--- src/rtl/sgd_pkg.sv ---
// Shared types, constants and exponential tables for the SPH Gaussian density block.
// Used by sgd_kernel and sph_gaussian_density; depends on nothing else.
`timescale 1ns / 1ps

package sgd_pkg;

    localparam int MAX_PARTICLES_DEF = 1024;

    localparam logic REQ_WRITE = 1'b0;
    localparam logic REQ_QUERY = 1'b1;

    typedef struct packed {
        logic        req_type;
        logic [9:0]  particle_index;
        logic [15:0] pos_x;
        logic [15:0] pos_y;
        logic [15:0] particle_mass;
        logic [15:0] smoothing_length;
    } req_t;

    typedef struct packed {
        logic [31:0] density;
        logic        saturated;
    } rsp_t;

    typedef struct packed {
        logic [15:0] x;
        logic [15:0] y;
        logic [15:0] mass;
        logic [15:0] h;
    } entry_t;

    typedef enum logic [2:0] {
        T_IDLE,
        T_READ,
        T_WAIT,
        T_KERN,
        T_FINISH
    } top_state_t;

    typedef enum logic [2:0] {
        K_IDLE,
        K_SQR,
        K_CMP,
        K_DIV,
        K_TAB1,
        K_TAB2,
        K_MASS,
        K_DONE
    } kern_state_t;

    function automatic logic [16:0] exp_int(input logic [4:0] idx);
        logic [16:0] val;
        case (idx)
            5'd0:    val = 17'd65536;
            5'd1:    val = 17'd24109;
            5'd2:    val = 17'd8869;
            5'd3:    val = 17'd3263;
            5'd4:    val = 17'd1200;
            5'd5:    val = 17'd442;
            5'd6:    val = 17'd162;
            5'd7:    val = 17'd60;
            5'd8:    val = 17'd22;
            5'd9:    val = 17'd8;
            5'd10:   val = 17'd3;
            5'd11:   val = 17'd1;
            default: val = 17'd0;
        endcase
        return val;
    endfunction

    function automatic logic [16:0] exp_sixteenth(input logic [3:0] idx);
        logic [16:0] val;
        case (idx)
            4'd0:    val = 17'd65536;
            4'd1:    val = 17'd61565;
            4'd2:    val = 17'd57835;
            4'd3:    val = 17'd54331;
            4'd4:    val = 17'd51039;
            4'd5:    val = 17'd47947;
            4'd6:    val = 17'd45042;
            4'd7:    val = 17'd42313;
            4'd8:    val = 17'd39750;
            4'd9:    val = 17'd37341;
            4'd10:   val = 17'd35079;
            4'd11:   val = 17'd32954;
            4'd12:   val = 17'd30957;
            4'd13:   val = 17'd29081;
            4'd14:   val = 17'd27319;
            default: val = 17'd25664;
        endcase
        return val;
    endfunction

    function automatic logic [16:0] exp_fine(input logic [3:0] idx);
        logic [16:0] val;
        case (idx)
            4'd0:    val = 17'd65536;
            4'd1:    val = 17'd65280;
            4'd2:    val = 17'd65026;
            4'd3:    val = 17'd64772;
            4'd4:    val = 17'd64520;
            4'd5:    val = 17'd64268;
            4'd6:    val = 17'd64018;
            4'd7:    val = 17'd63768;
            4'd8:    val = 17'd63520;
            4'd9:    val = 17'd63272;
            4'd10:   val = 17'd63025;
            4'd11:   val = 17'd62780;
            4'd12:   val = 17'd62535;
            4'd13:   val = 17'd62291;
            4'd14:   val = 17'd62048;
            default: val = 17'd61806;
        endcase
        return val;
    endfunction

endpackage

--- src/rtl/sgd_kernel.sv ---
// Per-particle Gaussian kernel unit: distance, iterative quotient, table lookup and mass multiply.
// Depends on sgd_pkg for the entry type, state type and exponential tables.
`timescale 1ns / 1ps

module sgd_kernel (
    input  logic            clk,
    input  logic            rst_n,
    input  logic            start,
    input  sgd_pkg::entry_t entry,
    input  logic [15:0]     qx,
    input  logic [15:0]     qy,
    output logic            term_valid,
    output logic [32:0]     term
);

    import sgd_pkg::*;

    kern_state_t state_reg, state_next;

    logic [15:0] dx_reg, dy_reg, h_reg, mass_reg;
    logic [31:0] dx2_reg, dy2_reg, h2_reg;
    logic [47:0] rem_reg;
    logic [12:0] quo_reg;
    logic [3:0]  bit_reg;
    logic        zero_reg;
    logic [16:0] t_reg, kern_reg;
    logic [32:0] term_reg;

    logic [32:0] d2;
    logic [47:0] num;
    logic [47:0] lim;
    logic [47:0] trial;
    logic [33:0] prod1, prod2;
    logic [33:0] rnd1, rnd2;

    assign d2    = 33'(dx2_reg) + 33'(dy2_reg);
    assign num   = {d2[32:0], 15'd0};
    assign lim   = 48'({h2_reg, 12'd0}) + 48'(h2_reg);
    assign trial = 48'(h2_reg) << bit_reg;
    assign prod1 = 34'(exp_int(quo_reg[12:8])) * 34'(exp_sixteenth(quo_reg[7:4]));
    assign rnd1  = prod1 + 34'd32768;
    assign prod2 = 34'(t_reg) * 34'(exp_fine(quo_reg[3:0]));
    assign rnd2  = prod2 + 34'd32768;

    always_comb
    begin
        state_next = state_reg;
        case (state_reg)
            K_IDLE:  if (start) state_next = K_SQR;
            K_SQR:   state_next = K_CMP;
            K_CMP:   state_next = (num >= lim) ? K_MASS : K_DIV;
            K_DIV:   if (bit_reg == 4'd0) state_next = K_TAB1;
            K_TAB1:  state_next = K_TAB2;
            K_TAB2:  state_next = K_MASS;
            K_MASS:  state_next = K_DONE;
            K_DONE:  state_next = K_IDLE;
            default: state_next = K_IDLE;
        endcase
    end

    always_comb
    begin
        term_valid = (state_reg == K_DONE);
        term       = term_reg;
    end

    always_ff @(posedge clk or negedge rst_n)
    begin
        if (!rst_n)
        begin
            state_reg <= K_IDLE;
        end
        else
        begin
            state_reg <= state_next;
        end
    end

    always_ff @(posedge clk)
    begin
        case (state_reg)
            K_IDLE:
            begin
                dx_reg   <= (qx >= entry.x) ? qx - entry.x : entry.x - qx;
                dy_reg   <= (qy >= entry.y) ? qy - entry.y : entry.y - qy;
                h_reg    <= entry.h;
                mass_reg <= entry.mass;
            end
            K_SQR:
            begin
                dx2_reg <= 32'(dx_reg) * 32'(dx_reg);
                dy2_reg <= 32'(dy_reg) * 32'(dy_reg);
                h2_reg  <= 32'(h_reg) * 32'(h_reg);
            end
            K_CMP:
            begin
                rem_reg  <= num;
                quo_reg  <= 13'd0;
                bit_reg  <= 4'd12;
                zero_reg <= (num >= lim);
                kern_reg <= 17'd0;
            end
            K_DIV:
            begin
                if (rem_reg >= trial)
                begin
                    rem_reg <= rem_reg - trial;
                    quo_reg <= quo_reg | (13'd1 << bit_reg);
                end
                bit_reg <= bit_reg - 4'd1;
            end
            K_TAB1:
            begin
                t_reg <= rnd1[32:16];
            end
            K_TAB2:
            begin
                kern_reg <= rnd2[32:16];
            end
            K_MASS:
            begin
                term_reg <= zero_reg ? 33'd0 : 33'(mass_reg) * 33'(kern_reg);
            end
            default:
            begin
            end
        endcase
    end

endmodule

--- config.mk ---
export PLATFORM = sky130hd
export DESIGN_NAME = sgd_kernel
export DESIGN_NICKNAME = d
export VERILOG_FILES = /design/src/rtl/sgd_pkg.sv /design/src/rtl/sgd_kernel.sv
export SDC_FILE = /design/constraint.sdc
export NUM_CORES = 2
export LEC_CHECK = 0
export BUFFER_PORTS_ARGS = -buffer_cell sky130_fd_sc_hd__buf_2
export CAP_MARGIN = 30
export CORE_MARGIN = 2
export CORE_UTILIZATION = 65
export CTS_CLUSTER_SIZE = 40
export DETAILED_ROUTE_END_ITERATION = 12
export PLACE_DENSITY_LB_ADDON = 0.12
export SLEW_MARGIN = 20
export SYNTH_ARGS = -nofsm -noshare
export SYNTH_HDL_FRONTEND = slang
export SYNTH_SLANG_ARGS = --single-unit
--- constraint.sdc ---
create_clock -name clk -period 12.3 [get_ports clk]
set_clock_uncertainty 0.1 [all_clocks]
set_input_delay 0.615 -clock clk [delete_from_list [all_inputs] [get_ports clk]]
set_output_delay 0.615 -clock clk [all_outputs]
set_load 0.05 [all_outputs]
Word-level counts from Yosys, hierarchy flattened. Memories as Yosys holds them, arrays and structs flattened. A register that Yosys moved wholly into a read port is not among the register bits. Index checks and enable logic that the tools add are counted.

Register bits after elaboration: 296. ROM bits: 768. Input bits: 99. Output and inout bits: 34. Word-level logic and storage cells: 73. Memories: 3.

Add/sub/neg operators: 10. $mul: 6. Order comparisons: 4. Equality and inequality tests: 10. Shifts and indexed selects: 2. Multiplexer cells: 16. Bitwise gates (word level): 1. Reduce and logical (&&, ||, !) cells: 6.

Memory list: (name not given) (depth 16, width 17, read ports 1, clocked after Yosys merged registers in 1, wr ports 0, RTL line sgd_pkg.sv:74) `case (idx)`; (name not given) (depth 16, width 16, read ports 1, clocked after Yosys merged registers in 1, wr ports 0, RTL line sgd_pkg.sv:97) `case (idx)`; (name not given) (depth 16, width 15, read ports 1, clocked after Yosys merged registers in 1, wr ports 0, RTL line sgd_pkg.sv:54) `case (idx)`.

Operators with widths (number): multiplier 16 x 16 -> 32 bit (3); one-hot mux 48 bit (2 select lines) (1); adder 33 x 16 -> 33 bit, second input constant (2); multiplier 17 x 17 -> 33 bit (2); subtractor 16 bit (4); >= comparator 48 x 45 -> 1 bit (1); >= comparator 48 bit (1); two-way mux 48 bit (1); << shifter 32 x 4 -> 48 bit (1); subtractor 48 bit (1); adder 44 x 32 -> 45 bit (1); one-hot mux 17 bit (2 select lines) (1); adder 32 x 32 -> 33 bit (1); multiplier 16 x 17 -> 33 bit (1); >= comparator 16 bit (2); two-way mux 16 bit (2); one-hot mux 13 bit (2 select lines) (1); one-hot mux 3 bit (8 select lines) (1); two-way mux 17 bit (1); two-way mux 13 bit (1); bitwise OR 13 bit (1); << shifter 1 x 4 -> 13 bit, first input constant (1); == test 3 bit, second input constant (4); two-way mux 4 bit (3); 10 further kinds (17).

Depth between registers and ports, before layout.
Depth in word-level cells: 5. Gate-level depth with buffers: 26. Depth with buffers taken out: 25.

Least setup slack after synthesis. OpenSTA, ideal clock, no wires.

Path type: flip-flop to flip-flop. Start: reg state_reg[0]. End: reg dx2_reg[0], enable pin. Library setup time: 0.678 ns. Data arrival time: 7.380 ns. Data required time: 11.522 ns. Slack: 4.142 ns. Cell stages (with the launch flop): 3. Path buffers: 1. Period minus slack after synthesis: 8.158 ns. Path through: dfrtp_1 > clkbuf_1 > nor3b_1.

Longest elaborated chain between the ends: 1.

RTL lines: from (decl) (RTL line sgd_kernel.sv:18) `kern_state_t state_reg, state_next;`; from (signal assigned) (RTL line sgd_kernel.sv:75) `state_reg <= state_next;`; == test 3 x 1 -> 1 bit (RTL line sgd_kernel.sv:81) `case (state_reg)`; to (signal assigned) (RTL line sgd_kernel.sv:91) `dx2_reg <= 32'(dx_reg) * 32'(dx_reg);`; to (decl) (RTL line sgd_kernel.sv:21) `logic [31:0] dx2_reg, dy2_reg, h2_reg;`.

No other way between the ends. A chain may end at the register's enable or synchronous reset.

Worst setup path after layout.
Start: reg h_reg[9]. End: reg h2_reg[31] (data pin).

Longest elaborated chain between the ends: 1.

RTL lines: from (decl) (RTL line sgd_kernel.sv:20) `logic [15:0] dx_reg, dy_reg, h_reg, mass_reg;`; from (signal assigned) (RTL line sgd_kernel.sv:86) `h_reg <= entry.h;`; multiplier 16 x 16 -> 32 bit (RTL line sgd_kernel.sv:93) `h2_reg <= 32'(h_reg) * 32'(h_reg);`; to (signal assigned) (RTL line sgd_kernel.sv:93); to (decl) (RTL line sgd_kernel.sv:21).

No other way between the ends.

==> metrics.txt <==
violations in the final reports=design-rule violations; CTS root buffer=clkbuf_16; clk_lat worst skew=650 ps; Ant. Diodes=0; worst setup margin=4881 ps; top cells by area, synth=fa_1, ha_1, edfxtp_1; Clock Sinks=approximately 340; DR vias=50370; Seq cells post-synth=337; worst path cell trace=and2_1 > inv_1 > fa_1 > inv_1 > fa_1 > inv_1 > fa_1 > inv_1 > fa_1 > fa_1 > fa_1 > ha_1 > a21oi_1 > o21ai_0 > a2111oi_0 > o21ai_1 > a311oi_1 > o21ai_1 > o31ai_1 > nand2b_1 > a21oi_1 > xnor2_1; Synth warnings=0; critical path capture point type=register; hold path startpoint=entry[1]; Synth Area in Adders=47.72%; Seq/Total Area, Yosys=roughly 14%; Slew Limit Headroom=36.60%; Core Util, Final=68.88%; syn nets=9488; routed length per placed instance=approximately 18 um; share of the synthesized area in the top cell type=31.75%; Hold EP=h_reg[1]$_DFFE_PN_; design area=72610 um2; post-CTS setup buffer count=0; Final min period=7419 ps; syn avg cell area=9.347 um2; CP Data Required Time=12580 ps; GRT overflow=0; critical path arrival=7700 ps; met3 usage=3.521%; FF-to-FF Start=h_reg[9]$_DFFE_PN_; crit start category=register; total track usage=30.53%; Worst Hold Class=in -> reg; Reg2Reg Setup Slack=4880 ps; CTS Buf Count=46; Main synth FF type=edfxtp_1; hold path cells=1; final setup violation count=0; Synth Area in XOR/XNOR=between 3 and 4%; core box area=105400 um2; Final nets=9465; Post-CTS Hold Fix Bufs=1; port buffer count=around 130; CP max-delay cell=edfxtp_1; Clk pin slew, worst setup/hold paths=~60 ps; asr flop ratio synth=0.8902%; Vias/cell=5.715; commonest non-fill, non-tap cell in the layout=inv_1; CTS tree=built; pre-CTS setup slack=4991 ps; reg2reg end=h2_reg[31]$_DFFE_PP_; DR DRC count=3; Unique masters post-synth=88; first-pass GRT wire length=267.3 mm; area grow syn2layout=4.874%; post-synthesis compound-gate area fraction=9.092%; HPWL after DPL=129.7 mm; vias in the first global route=53740; ANT nets after route=0; Initial DRC Count=3146; Post-Syn Instances=7407; slew of the pin with the lowest slew margin=~920 ps; crit path max fanout=17; die area=109100 um2; Synth Cell Area=69240 um2; floorplan row count=119; RSZ-0062 raised after global routing=false; GR met2 Demand/Resource=between 50 and 60%; largest family of logic cells by synthesized area=adder cells; gr busiest metal=met2; run status=finished with violations; num ports=around 130; Placer Congestion=0.9237; ratio of cells with drive above 1 in the final layout=4.581%; CTS H-Tree Depth=2; multiplexer share of the synthesized area=1.860%; fmax=134.8 MHz; Final Slew Violations=0; CTS resizes=0; Die W=around 330 um; WS Path Type=reg -> reg; CP max stage delay=790 ps; crit share post-route=60.32%; number of synthesized flops with an enable pin=290; max-cap viol count=0; drt total wl=159.7 mm; drt pass-1 iters=10; GRT met1 Usage=39.32%; Initial Utilization=65.68%; Post-Synth Simple-Gate Area=approximately 14%; Hold Vio Cnt, Final=0; dpl cell area=70960 um2; number of antenna violations at the first check in global routing=2; setup_tns=0 ps; largest net degree at the start of global routing=90; Die Y=330.4 um; worst reg-to-reg path cell count=22; most used cell, CP=fa_1; Fillers=8403; commonest cells after routing, fill and taps aside=inv_1, fa_1, ha_1; Synth area leader=fa_1; CTS Buffer Depth=3
[cells in the mapped netlist (all sizes together) (48+ instances only)]
cell type and n:
xnor2 185, inv 1521, a21oi 304, fa 1098, and2 573, edfxtp 290, a21o 158, nor2b 72
ha 884, o21bai 48, xor2 105, clkbuf 216, nand2 695, o21ai 180, nor3 63, mux2i 57
nand3 70, nor2 287
[cell families after synthesis]
kind of cell    Yosys count
flops                   337
buf+inv                1760
xor+xnor                290
mux                     100
compound gates          974
fa+ha+maj              1982
simple gates           1964
[metal layers]
metal  wire [um]  vias up
met5          27        -
met4        5644        4
met3        8816      331
met2       79940     1414
met1       65310    25130
li1            -    23490
[worst max-delay path, delay by kind of cell, from the launching register on]
family,cells,cell delay (ps)
flip-flops,1,790
adder cells (fa/ha/maj),7,3260
XOR/XNOR,1,80
AO/OA/AOI/OAI,8,2300
buffers and inverters,4,230
AND/OR/NAND/NOR,2,390
[worst max path at each step]
| stage | from | to | slack, ps | cells after the start |
|---|---|---|---|---|
| CTS | quo_reg[12]$_SDFFCE_PP0N_ | t_reg[9]$_DFFE_PP_ | 4930 | 20 |
| global route | h_reg[2]$_DFFE_PN_ | h2_reg[31]$_DFFE_PP_ | 4510 | 21 |
| global placement | quo_reg[12]$_SDFFCE_PP0N_ | t_reg[9]$_DFFE_PP_ | 5140 | 24 |
| detailed placement | quo_reg[12]$_SDFFCE_PP0N_ | t_reg[9]$_DFFE_PP_ | 4990 | 24 |
| finish | h_reg[9]$_DFFE_PN_ | h2_reg[31]$_DFFE_PP_ | 4880 | 22 |
| floorplan | state_reg[0]$_DFFE_PN0P_ | dx2_reg[0]$_DFFE_PP_ | 4140 | 2 |
[stage by stage]
| step | hold WS [ps] | std cells |
|---|---|---|
| 6_report | 50.65 | 8813 |
| 5_1_grt | 28.58 | 8813 |
| 4_1_cts | 8.095 | 8809 |
| 3_5_place_dp | 315.0 | 8722 |
| 3_3_place_gp | 314.9 | 8719 |
| 2_1_floorplan | 219.4 | 7407 |
[final cells by class]
class | instances | area (um2) | area share [%]
multi-input cells | 5310 | 52950 | 72.93
flip-flops and latches | 337 | 9664 | 13.31
inverters | 1522 | 5713 | 7.868
well taps | 1391 | 1740 | 2.397
clock buffers | 57 | 1256 | 1.730
repair buffers | 167 | 935.9 | 1.289
clock inverters | 29 | 349.1 | 0.4808
Power is not shown: default switching activity piles up to over one toggle a cycle in this logic, so the estimate is an artifact.
